**config.mk**
```make
export PLATFORM = sky130hd
export DESIGN_NAME = dahdsr_envelope_generator
export DESIGN_NICKNAME = d
export VERILOG_FILES = /design/src/sv/dahdsr_pkg.sv /design/src/sv/dahdsr_envelope_generator.sv
export SDC_FILE = /design/constraint.sdc
export NUM_CORES = 2
export LEC_CHECK = 0
export BUFFER_PORTS_ARGS = -buffer_cell sky130_fd_sc_hd__buf_2
export CAP_MARGIN = 0
export CORE_MARGIN = 2
export CORE_UTILIZATION = 35
export CTS_BUF_LIST = sky130_fd_sc_hd__clkbuf_16
export DETAILED_ROUTE_END_ITERATION = 8
export PLACE_DENSITY = 0.53
export SETUP_SLACK_MARGIN = 0.3
export SYNTH_ARGS = -nofsm -noshare
export SYNTH_HDL_FRONTEND = slang
export SYNTH_SLANG_ARGS = --single-unit
export TNS_END_PERCENT = 100
```
**constraint.sdc**
```tcl
create_clock -name clk_i -period 21.2 [get_ports clk_i]
set_input_delay 4.24 -clock clk_i [delete_from_list [all_inputs] [get_ports clk_i]]
set_output_delay 4.24 -clock clk_i [all_outputs]
set_load 0.005 [all_outputs]
```
**src/sv/dahdsr_pkg.sv**
```systemverilog
`default_nettype none

package dahdsr_pkg;

  // Envelope stage codes.
  localparam int unsigned STAGE_W = 3;
  localparam logic [STAGE_W-1:0] ST_IDLE    = 3'd0;
  localparam logic [STAGE_W-1:0] ST_DELAY   = 3'd1;
  localparam logic [STAGE_W-1:0] ST_ATTACK  = 3'd2;
  localparam logic [STAGE_W-1:0] ST_HOLD    = 3'd3;
  localparam logic [STAGE_W-1:0] ST_DECAY   = 3'd4;
  localparam logic [STAGE_W-1:0] ST_SUSTAIN = 3'd5;
  localparam logic [STAGE_W-1:0] ST_RELEASE = 3'd6;

  // Configuration register indexes.
  localparam int unsigned CFG_IDX_W = 3;
  localparam logic [CFG_IDX_W-1:0] CFG_DELAY_INC   = 3'd0;
  localparam logic [CFG_IDX_W-1:0] CFG_ATTACK_INC  = 3'd1;
  localparam logic [CFG_IDX_W-1:0] CFG_HOLD_INC    = 3'd2;
  localparam logic [CFG_IDX_W-1:0] CFG_DECAY_INC   = 3'd3;
  localparam logic [CFG_IDX_W-1:0] CFG_RELEASE_INC = 3'd4;
  localparam logic [CFG_IDX_W-1:0] CFG_SUSTAIN     = 3'd5;
  localparam logic [CFG_IDX_W-1:0] CFG_DECAY_COEFF = 3'd6;
  localparam logic [CFG_IDX_W-1:0] CFG_REL_COEFF   = 3'd7;

endpackage

`default_nettype wire

```
**src/sv/dahdsr_envelope_generator.sv**
```systemverilog
`default_nettype none

// DAHDSR envelope generator. One input word per audio sample carries a gate bit
// and a trigger bit; each accepted word yields exactly one output word with the
// envelope level (unsigned Q1.LEVEL_FRAC_BITS).
// Input channel: in_valid_i / in_stall_o with gate_i and trigger_i.
// Output channel: out_valid_o / out_stall_i with level_out_o.
// The envelope state is updated in the cycle a word is accepted, and its result
// is registered into the output buffer. One word is accepted every cycle while
// in_stall_o is low; the state update is one pass through one shared multiplier,
// used by attack interpolation or by decay/release scaling.
// Results go into a two-word output buffer. While the receiver stalls, the
// head word holds still and one more input word is taken into the second slot;
// after that in_stall_o is high until the receiver takes a word.
// Configuration is written through cfg_we_i / cfg_index_i / cfg_data_i with no
// wait; the user must write it only while the block is idle, as it is not enforced.
// Reset clears the envelope to idle at level zero, empties the output buffer,
// sets all increments and coefficients to zero and the sustain level to 1.0.
module dahdsr_envelope_generator
  import dahdsr_pkg::*;
#(
  parameter int unsigned LEVEL_FRAC_BITS = 23,
  parameter int unsigned PHASE_FRAC_BITS = 24
) (
  input  wire logic                          clk_i,
  input  wire logic                          rst_ni,
  input  wire logic                          in_valid_i,
  output logic                               in_stall_o,
  input  wire logic                          gate_i,
  input  wire logic                          trigger_i,
  output logic                               out_valid_o,
  input  wire logic                          out_stall_i,
  output logic [LEVEL_FRAC_BITS:0]           level_out_o,
  input  wire logic                          cfg_we_i,
  input  wire logic [CFG_IDX_W-1:0]          cfg_index_i,
  input  wire logic [((PHASE_FRAC_BITS > LEVEL_FRAC_BITS) ?
                      PHASE_FRAC_BITS : LEVEL_FRAC_BITS):0] cfg_data_i
);

  localparam int unsigned LW  = LEVEL_FRAC_BITS + 1;
  localparam int unsigned PW  = PHASE_FRAC_BITS + 1;
  localparam int unsigned AW  = PHASE_FRAC_BITS + 2;
  localparam int unsigned MW  = (PW > LW) ? PW : LW;
  localparam int unsigned PRW = MW + LW;

  localparam logic [LW-1:0] ONE_L = LW'(1) << LEVEL_FRAC_BITS;
  localparam logic [AW-1:0] ONE_P = AW'(1) << PHASE_FRAC_BITS;
  localparam logic [LW-1:0] MIN_SUSTAIN =
      LW'(((64'd1 << LEVEL_FRAC_BITS) + 64'd500) / 64'd1000);

  // Configuration registers.
  logic [PW-1:0] delay_inc_q, attack_inc_q, hold_inc_q, decay_inc_q, release_inc_q;
  logic [LW-1:0] sustain_q, decay_coeff_q, release_coeff_q;

  // Envelope state.
  logic [STAGE_W-1:0] stage_q, stage_d;
  logic [AW-1:0]      acc_q, acc_d;
  logic [LW-1:0]      env_q, env_d;
  logic [LW-1:0]      start_q, start_d;
  logic               prev_gate_q, prev_trig_q;

  // Output buffer.
  logic          head_vld_q, skid_vld_q;
  logic [LW-1:0] head_q, skid_q;

  logic push, pop;

  logic [4:0]         nz;
  logic               rise;
  logic [STAGE_W-1:0] s1;
  logic [LW-1:0]      lvl1, start1;
  logic [AW-1:0]      acc1, acc_sum;
  logic [PW-1:0]      inc_sel;
  logic               done, is_attack, neg;
  logic [LW-1:0]      coeff_sel, mag, op_b, att_term, scaled, sus_used;
  logic [MW-1:0]      op_a;
  logic [PRW-1:0]     prod;
  logic [LW:0]        att_sum, step, pos_sum;
  logic [LW-1:0]      att_lvl;

  // First live stage at or after the given one; nz flags live timed stages.
  function automatic logic [STAGE_W-1:0] next_live(input logic [STAGE_W-1:0] first,
                                                   input logic gat,
                                                   input logic [4:0] live);
    logic [STAGE_W-1:0] res;
    if (first <= ST_DELAY && live[0]) begin
      res = ST_DELAY;
    end else if (first <= ST_ATTACK && live[1]) begin
      res = ST_ATTACK;
    end else if (first <= ST_HOLD && live[2]) begin
      res = ST_HOLD;
    end else if (first <= ST_DECAY && live[3]) begin
      res = ST_DECAY;
    end else if (gat) begin
      res = ST_SUSTAIN;
    end else if (live[4]) begin
      res = ST_RELEASE;
    end else begin
      res = ST_IDLE;
    end
    return res;
  endfunction

  assign push = in_valid_i && !in_stall_o;
  assign pop  = out_valid_o && !out_stall_i;

  assign in_stall_o  = skid_vld_q;
  assign out_valid_o = head_vld_q;
  assign level_out_o = head_q;

  always_ff @(posedge clk_i or negedge rst_ni) begin
    if (!rst_ni) begin
      delay_inc_q     <= '0;
      attack_inc_q    <= '0;
      hold_inc_q      <= '0;
      decay_inc_q     <= '0;
      release_inc_q   <= '0;
      sustain_q       <= ONE_L;
      decay_coeff_q   <= '0;
      release_coeff_q <= '0;
    end else if (cfg_we_i) begin
      case (cfg_index_i)
        CFG_DELAY_INC:   delay_inc_q     <= cfg_data_i[PW-1:0];
        CFG_ATTACK_INC:  attack_inc_q    <= cfg_data_i[PW-1:0];
        CFG_HOLD_INC:    hold_inc_q      <= cfg_data_i[PW-1:0];
        CFG_DECAY_INC:   decay_inc_q     <= cfg_data_i[PW-1:0];
        CFG_RELEASE_INC: release_inc_q   <= cfg_data_i[PW-1:0];
        CFG_SUSTAIN:     sustain_q       <= cfg_data_i[LW-1:0];
        CFG_DECAY_COEFF: decay_coeff_q   <= cfg_data_i[LW-1:0];
        CFG_REL_COEFF:   release_coeff_q <= cfg_data_i[LW-1:0];
        default: ;
      endcase
    end
  end

  always_comb begin
    nz = {release_inc_q != '0, decay_inc_q != '0, hold_inc_q != '0,
          attack_inc_q != '0, delay_inc_q != '0};
    rise = (trigger_i && !prev_trig_q) || (gate_i && !prev_gate_q);

    s1   = stage_q;
    lvl1 = env_q;
    acc1 = acc_q;
    if (rise) begin
      s1 = next_live(ST_DELAY, gate_i, nz);
      if (s1 != ST_DELAY && s1 != ST_ATTACK) begin
        lvl1 = ONE_L;
      end
      acc1 = '0;
    end
    // A falling gate forces release, or idle if nz[4] is low, from any active stage.
    if (s1 != ST_IDLE && s1 != ST_RELEASE && prev_gate_q && !gate_i) begin
      s1   = nz[4] ? ST_RELEASE : ST_IDLE;
      acc1 = '0;
    end
    start1 = (acc1 == '0) ? lvl1 : start_q;

    case (s1)
      ST_DELAY:   inc_sel = delay_inc_q;
      ST_ATTACK:  inc_sel = attack_inc_q;
      ST_HOLD:    inc_sel = hold_inc_q;
      ST_DECAY:   inc_sel = decay_inc_q;
      ST_RELEASE: inc_sel = release_inc_q;
      default:    inc_sel = '0;
    endcase
    acc_sum = acc1 + AW'(inc_sel);
    done    = acc_sum > ONE_P;

    // One multiplier serves attack interpolation and exponential scaling.
    is_attack = (s1 == ST_ATTACK);
    coeff_sel = (s1 == ST_DECAY) ? decay_coeff_q : release_coeff_q;
    neg       = coeff_sel[LW-1];
    mag       = neg ? (LW'(0) - coeff_sel) : coeff_sel;
    op_a      = is_attack ? MW'(acc_sum[PW-1:0]) : MW'(lvl1);
    op_b      = is_attack ? (ONE_L - start1) : mag;
    prod      = PRW'(op_a) * PRW'(op_b);

    att_term = LW'(prod >> PHASE_FRAC_BITS);
    att_sum  = (LW+1)'(start1) + (LW+1)'(att_term);
    att_lvl  = (att_sum > (LW+1)'(ONE_L)) ? ONE_L : att_sum[LW-1:0];

    step    = (LW+1)'(prod >> LEVEL_FRAC_BITS);
    pos_sum = (LW+1)'(lvl1) + step;
    if (neg) begin
      scaled = (step >= (LW+1)'(lvl1)) ? '0 : (lvl1 - step[LW-1:0]);
    end else begin
      scaled = (pos_sum > (LW+1)'(ONE_L)) ? ONE_L : pos_sum[LW-1:0];
    end

    if (sustain_q == '0) begin
      sus_used = MIN_SUSTAIN;
    end else if (sustain_q > ONE_L) begin
      sus_used = ONE_L;
    end else begin
      sus_used = sustain_q;
    end

    stage_d = s1;
    env_d   = lvl1;
    acc_d   = acc1;
    start_d = start1;
    case (s1)
      ST_DELAY: begin
        if (done) begin
          stage_d = next_live(ST_ATTACK, gate_i, nz);
          acc_d   = '0;
        end else begin
          acc_d = acc_sum;
        end
      end
      ST_ATTACK: begin
        if (done) begin
          stage_d = next_live(ST_HOLD, gate_i, nz);
          env_d   = ONE_L;
          acc_d   = '0;
        end else begin
          acc_d = acc_sum;
          env_d = att_lvl;
        end
      end
      ST_HOLD: begin
        if (done) begin
          stage_d = next_live(ST_DECAY, gate_i, nz);
          acc_d   = '0;
        end else begin
          acc_d = acc_sum;
        end
      end
      ST_DECAY: begin
        if (done) begin
          stage_d = next_live(ST_SUSTAIN, gate_i, nz);
          env_d   = sus_used;
          acc_d   = '0;
        end else begin
          acc_d = acc_sum;
          env_d = scaled;
        end
      end
      ST_SUSTAIN: begin
        env_d = sus_used;
      end
      ST_RELEASE: begin
        if (done) begin
          stage_d = ST_IDLE;
          env_d   = '0;
          acc_d   = '0;
        end else begin
          acc_d = acc_sum;
          env_d = scaled;
        end
      end
      default: begin
        env_d = '0;
      end
    endcase
  end

  always_ff @(posedge clk_i or negedge rst_ni) begin
    if (!rst_ni) begin
      stage_q     <= ST_IDLE;
      acc_q       <= '0;
      env_q       <= '0;
      start_q     <= '0;
      prev_gate_q <= 1'b0;
      prev_trig_q <= 1'b0;
    end else if (push) begin
      stage_q     <= stage_d;
      acc_q       <= acc_d;
      env_q       <= env_d;
      start_q     <= start_d;
      prev_gate_q <= gate_i;
      prev_trig_q <= trigger_i;
    end
  end

  // Output buffer control: the head word is what the receiver sees.
  always_ff @(posedge clk_i or negedge rst_ni) begin
    if (!rst_ni) begin
      head_vld_q <= 1'b0;
      skid_vld_q <= 1'b0;
    end else if (pop) begin
      if (skid_vld_q) begin
        skid_vld_q <= push;
      end else begin
        head_vld_q <= push;
      end
    end else if (push) begin
      if (head_vld_q) begin
        skid_vld_q <= 1'b1;
      end else begin
        head_vld_q <= 1'b1;
      end
    end
  end

  always_ff @(posedge clk_i) begin
    if (pop) begin
      if (skid_vld_q) begin
        head_q <= skid_q;
        if (push) begin
          skid_q <= env_d;
        end
      end else if (push) begin
        head_q <= env_d;
      end
    end else if (push) begin
      if (head_vld_q) begin
        skid_q <= env_d;
      end else begin
        head_q <= env_d;
      end
    end
  end

  a_skid_needs_head: assert property (@(posedge clk_i) disable iff (!rst_ni)
    skid_vld_q |-> head_vld_q)
    else $error("second buffer slot holds a word while the head slot is empty");

  a_fill_on_stall: assert property (@(posedge clk_i) disable iff (!rst_ni)
    (push && !pop && head_vld_q) |=> skid_vld_q)
    else $error("word accepted during a stall was not kept in the second slot");

  a_level_range: assert property (@(posedge clk_i) disable iff (!rst_ni)
    (push |=> env_q <= ONE_L))
    else $error("envelope level exceeds full scale");

  a_stage_legal: assert property (@(posedge clk_i) disable iff (!rst_ni)
    stage_q <= ST_RELEASE)
    else $error("envelope reached the unused stage code");

endmodule

`default_nettype wire
```
==> impl_metrics.toml <==
[run_status]
status = "finished clean"

[drt]
wl_per_cell_um = 24.2
via_count = 35200
drtPass1Iterations = 7
dr.first_iter.drc_count = 2630
via_per_inst = 5.50
drc = 0
ant_nets = 0
routed_wl_mm = 155

[run]
drv_cap = 0

[critical_path]
critical_path_required_ps = 21580
crit_fanout = 18
worst_ep_arrival_time_ps = 20570
critical_path_class = "input pin to flip-flop"
cp_common_cell = "fa_1"
end_kind = "flip-flop"
crit_path_top_delay_cell = "or4_1"
critPathLaunchType = "input pin"
crit_path_max_incr_delay_ps = 660

[yosys]
synth_edf_count = 48
synth_warnings = 0
async_flop_share = 0.853
synth.avg_cell_area_um2 = 8.90
ys_types = 87
postSynthCellCount = 4718
yosysTopAreaCell = "fa_1"
synth_top_area_share = 0.241
syn_area_mm2 = 0.0420
synth_nets = 5547
yosys-top-cells-area = "fa_1, dfrtp_1, ha_1, inv_1, mux2_2"
synth_top_flop_cell = "dfrtp_1"
synth_seq_area_share = 0.200
yosys_register_bits = 326

[cts]
clk_latency_ps = 580
cts_buffers = 38
cts_tree = "done"
ctsHtreeMaxLevel = 2
cts.sink_count = 326
cts.path.max_buffers = 3
clk_pin_slew_ps = 60
cts-hold-fix-buffers = 0
cts_root_buffer = "clkbuf_16"

[timing]
slew_viol_final = 0
setup_viol = 0
max_freq_mhz = 49.5
period_needed_ps = 20190
finalCritPeriodShare = 0.952
fin_skew_ps = 31.4
tightest_slew_ps = 1180
slew_headroom = 0.209
hold_violations = 0
finalSetupTns_ps = 0
rsz0062_at_grt = "no"

[finish]
area_growth_pct = 10.2
final_cell_mix = "inv_1, fa_1, nor2_1, nand2_1, ha_1"
fin_nets = 5589
drive_above_1_share = 0.126
final_common_cell = "inv_1"

[floorplan]
core_mm2 = 0.119
dieArea_mm2 = 0.123
start_util = 0.352
row_count = 127
die_h_um = 350
die-width_um = 350
num_io_pins = 61

[grt]
grt-ovfl-total = 0
antenna_found_initial = 5
grt_pass1_wl_mm = 231
track_usage = 0.252
grt_pass1_vias = 35100
grt_max_degree = 87

[placement]
dp_hpwl_mm = 124
numPortBuffers = 60
place_congestion = 0.961

[hold_path]
hp-class = "flip-flop to flip-flop"
[sequential cells by signal, summed over array words and instances (netlist names), 3 cells and up]
signal / count
start_q: 24
attack_inc_q: 25
sustain_q: 24
stage_q: 3
acc_q: 26
delay_inc_q: 25
skid_q: 24
hold_inc_q: 25
decay_coeff_q: 24
release_coeff_q: 24
env_q: 24
decay_inc_q: 25
level_out_o: 24
release_inc_q: 25
[critical path: cells and delay by family]
family	cells	cell delay (ps)
muxes	1	130
buffers and inverters	7	870
and+or+nand+nor	19	4860
AOI/OAI and AO/OA	23	5120
adders and majority gates	10	4510
xor gates and xnor gates	3	770
[what timing repair did]
action,CTS,global route
buffers inserted,0,7
endpoints found under the setup margin,3,72
pin swaps,0,5
gates resized for setup,2,48
[synthesized netlist by cell type, types with 42 or more instances]
cell,instances
ha_1,288
nand2b_1,62
clkbuf_1,194
o21ai_0,160
mux2i_1,88
xnor2_1,92
fa_1,506
nor4_1,60
a21oi_1,219
o31ai_1,42
mux2_2,207
nor2_1,493
nand2_1,470
and3_1,46
xor2_1,51
dfrtp_1,277
inv_1,658
a21o_1,72
edfxtp_1,48
nor3_1,77
nand3_1,48
[final timing paths]
| path | startpoint | end | slack [ps] | cells past startpoint |
|---|---|---|---|---|
| worst max-delay path | gate_i | level_out_o[16] | 1010 | 63 |
| worst min-delay path | env_q[23] | env_q[23] | 500 | 1 |
| worst max register to register | attack_inc_q[0] | level_out_o[16] | 3340 | 64 |
| worst min register to register | env_q[23] | env_q[23] | 500 | 1 |
| max in group asynchronous | rst_ni | sustain_q[14] | 15310 | 3 |
| min in group asynchronous | rst_ni | decay_inc_q[20] | 3630 | 1 |
[routing by layer]
| layer | track usage | part of all wire |
|---|---|---|
| met5 | 0 | 0.00010 |
| met4 | 0.0924 | 0.041 |
| met3 | 0.0282 | 0.060 |
| met2 | 0.422 | 0.48 |
| met1 | 0.336 | 0.42 |
[layout make-up]
class,instances,area (um^2)
antenna,2,5.00
clock buffer,39,976
clock inverter,27,199
fill,12200,73200
inverter,658,2470
multi-input combinational,3512,30700
sequential,326,8400
tap,1612,2020
timing repair buffer,224,1560
[per-stage QoR]
step                      hold WS (ps)  cell area (um^2)  cells   util  worst slack [ps]
after floorplan                    446             42000   4718      -              1790
after global placement             464             44800   6325  0.375              -133
after detailed placement           479             44800   6325  0.375              -299
after CTS                          494             46000   6391  0.385               333
after global routing               517             46300   6398  0.387               313
final                              497             46300   6400  0.387              1010
[kinds of logic after synthesis]
kind of cell               after synthesis  share of synthesized area
muxes                                  295                     0.0765
DFF                                    326                      0.200
buffers and inverters                  880                     0.0790
adders and majority gates              794                      0.327
xor gates and xnor gates               143                     0.0298
AOI/OAI and AO/OA                      842                      0.133
and+or+nand+nor                       1438                      0.155
Power is left out: the tool's default activity adds up to more than one toggle a clock period on the data nets, which glitch-free logic cannot reach.
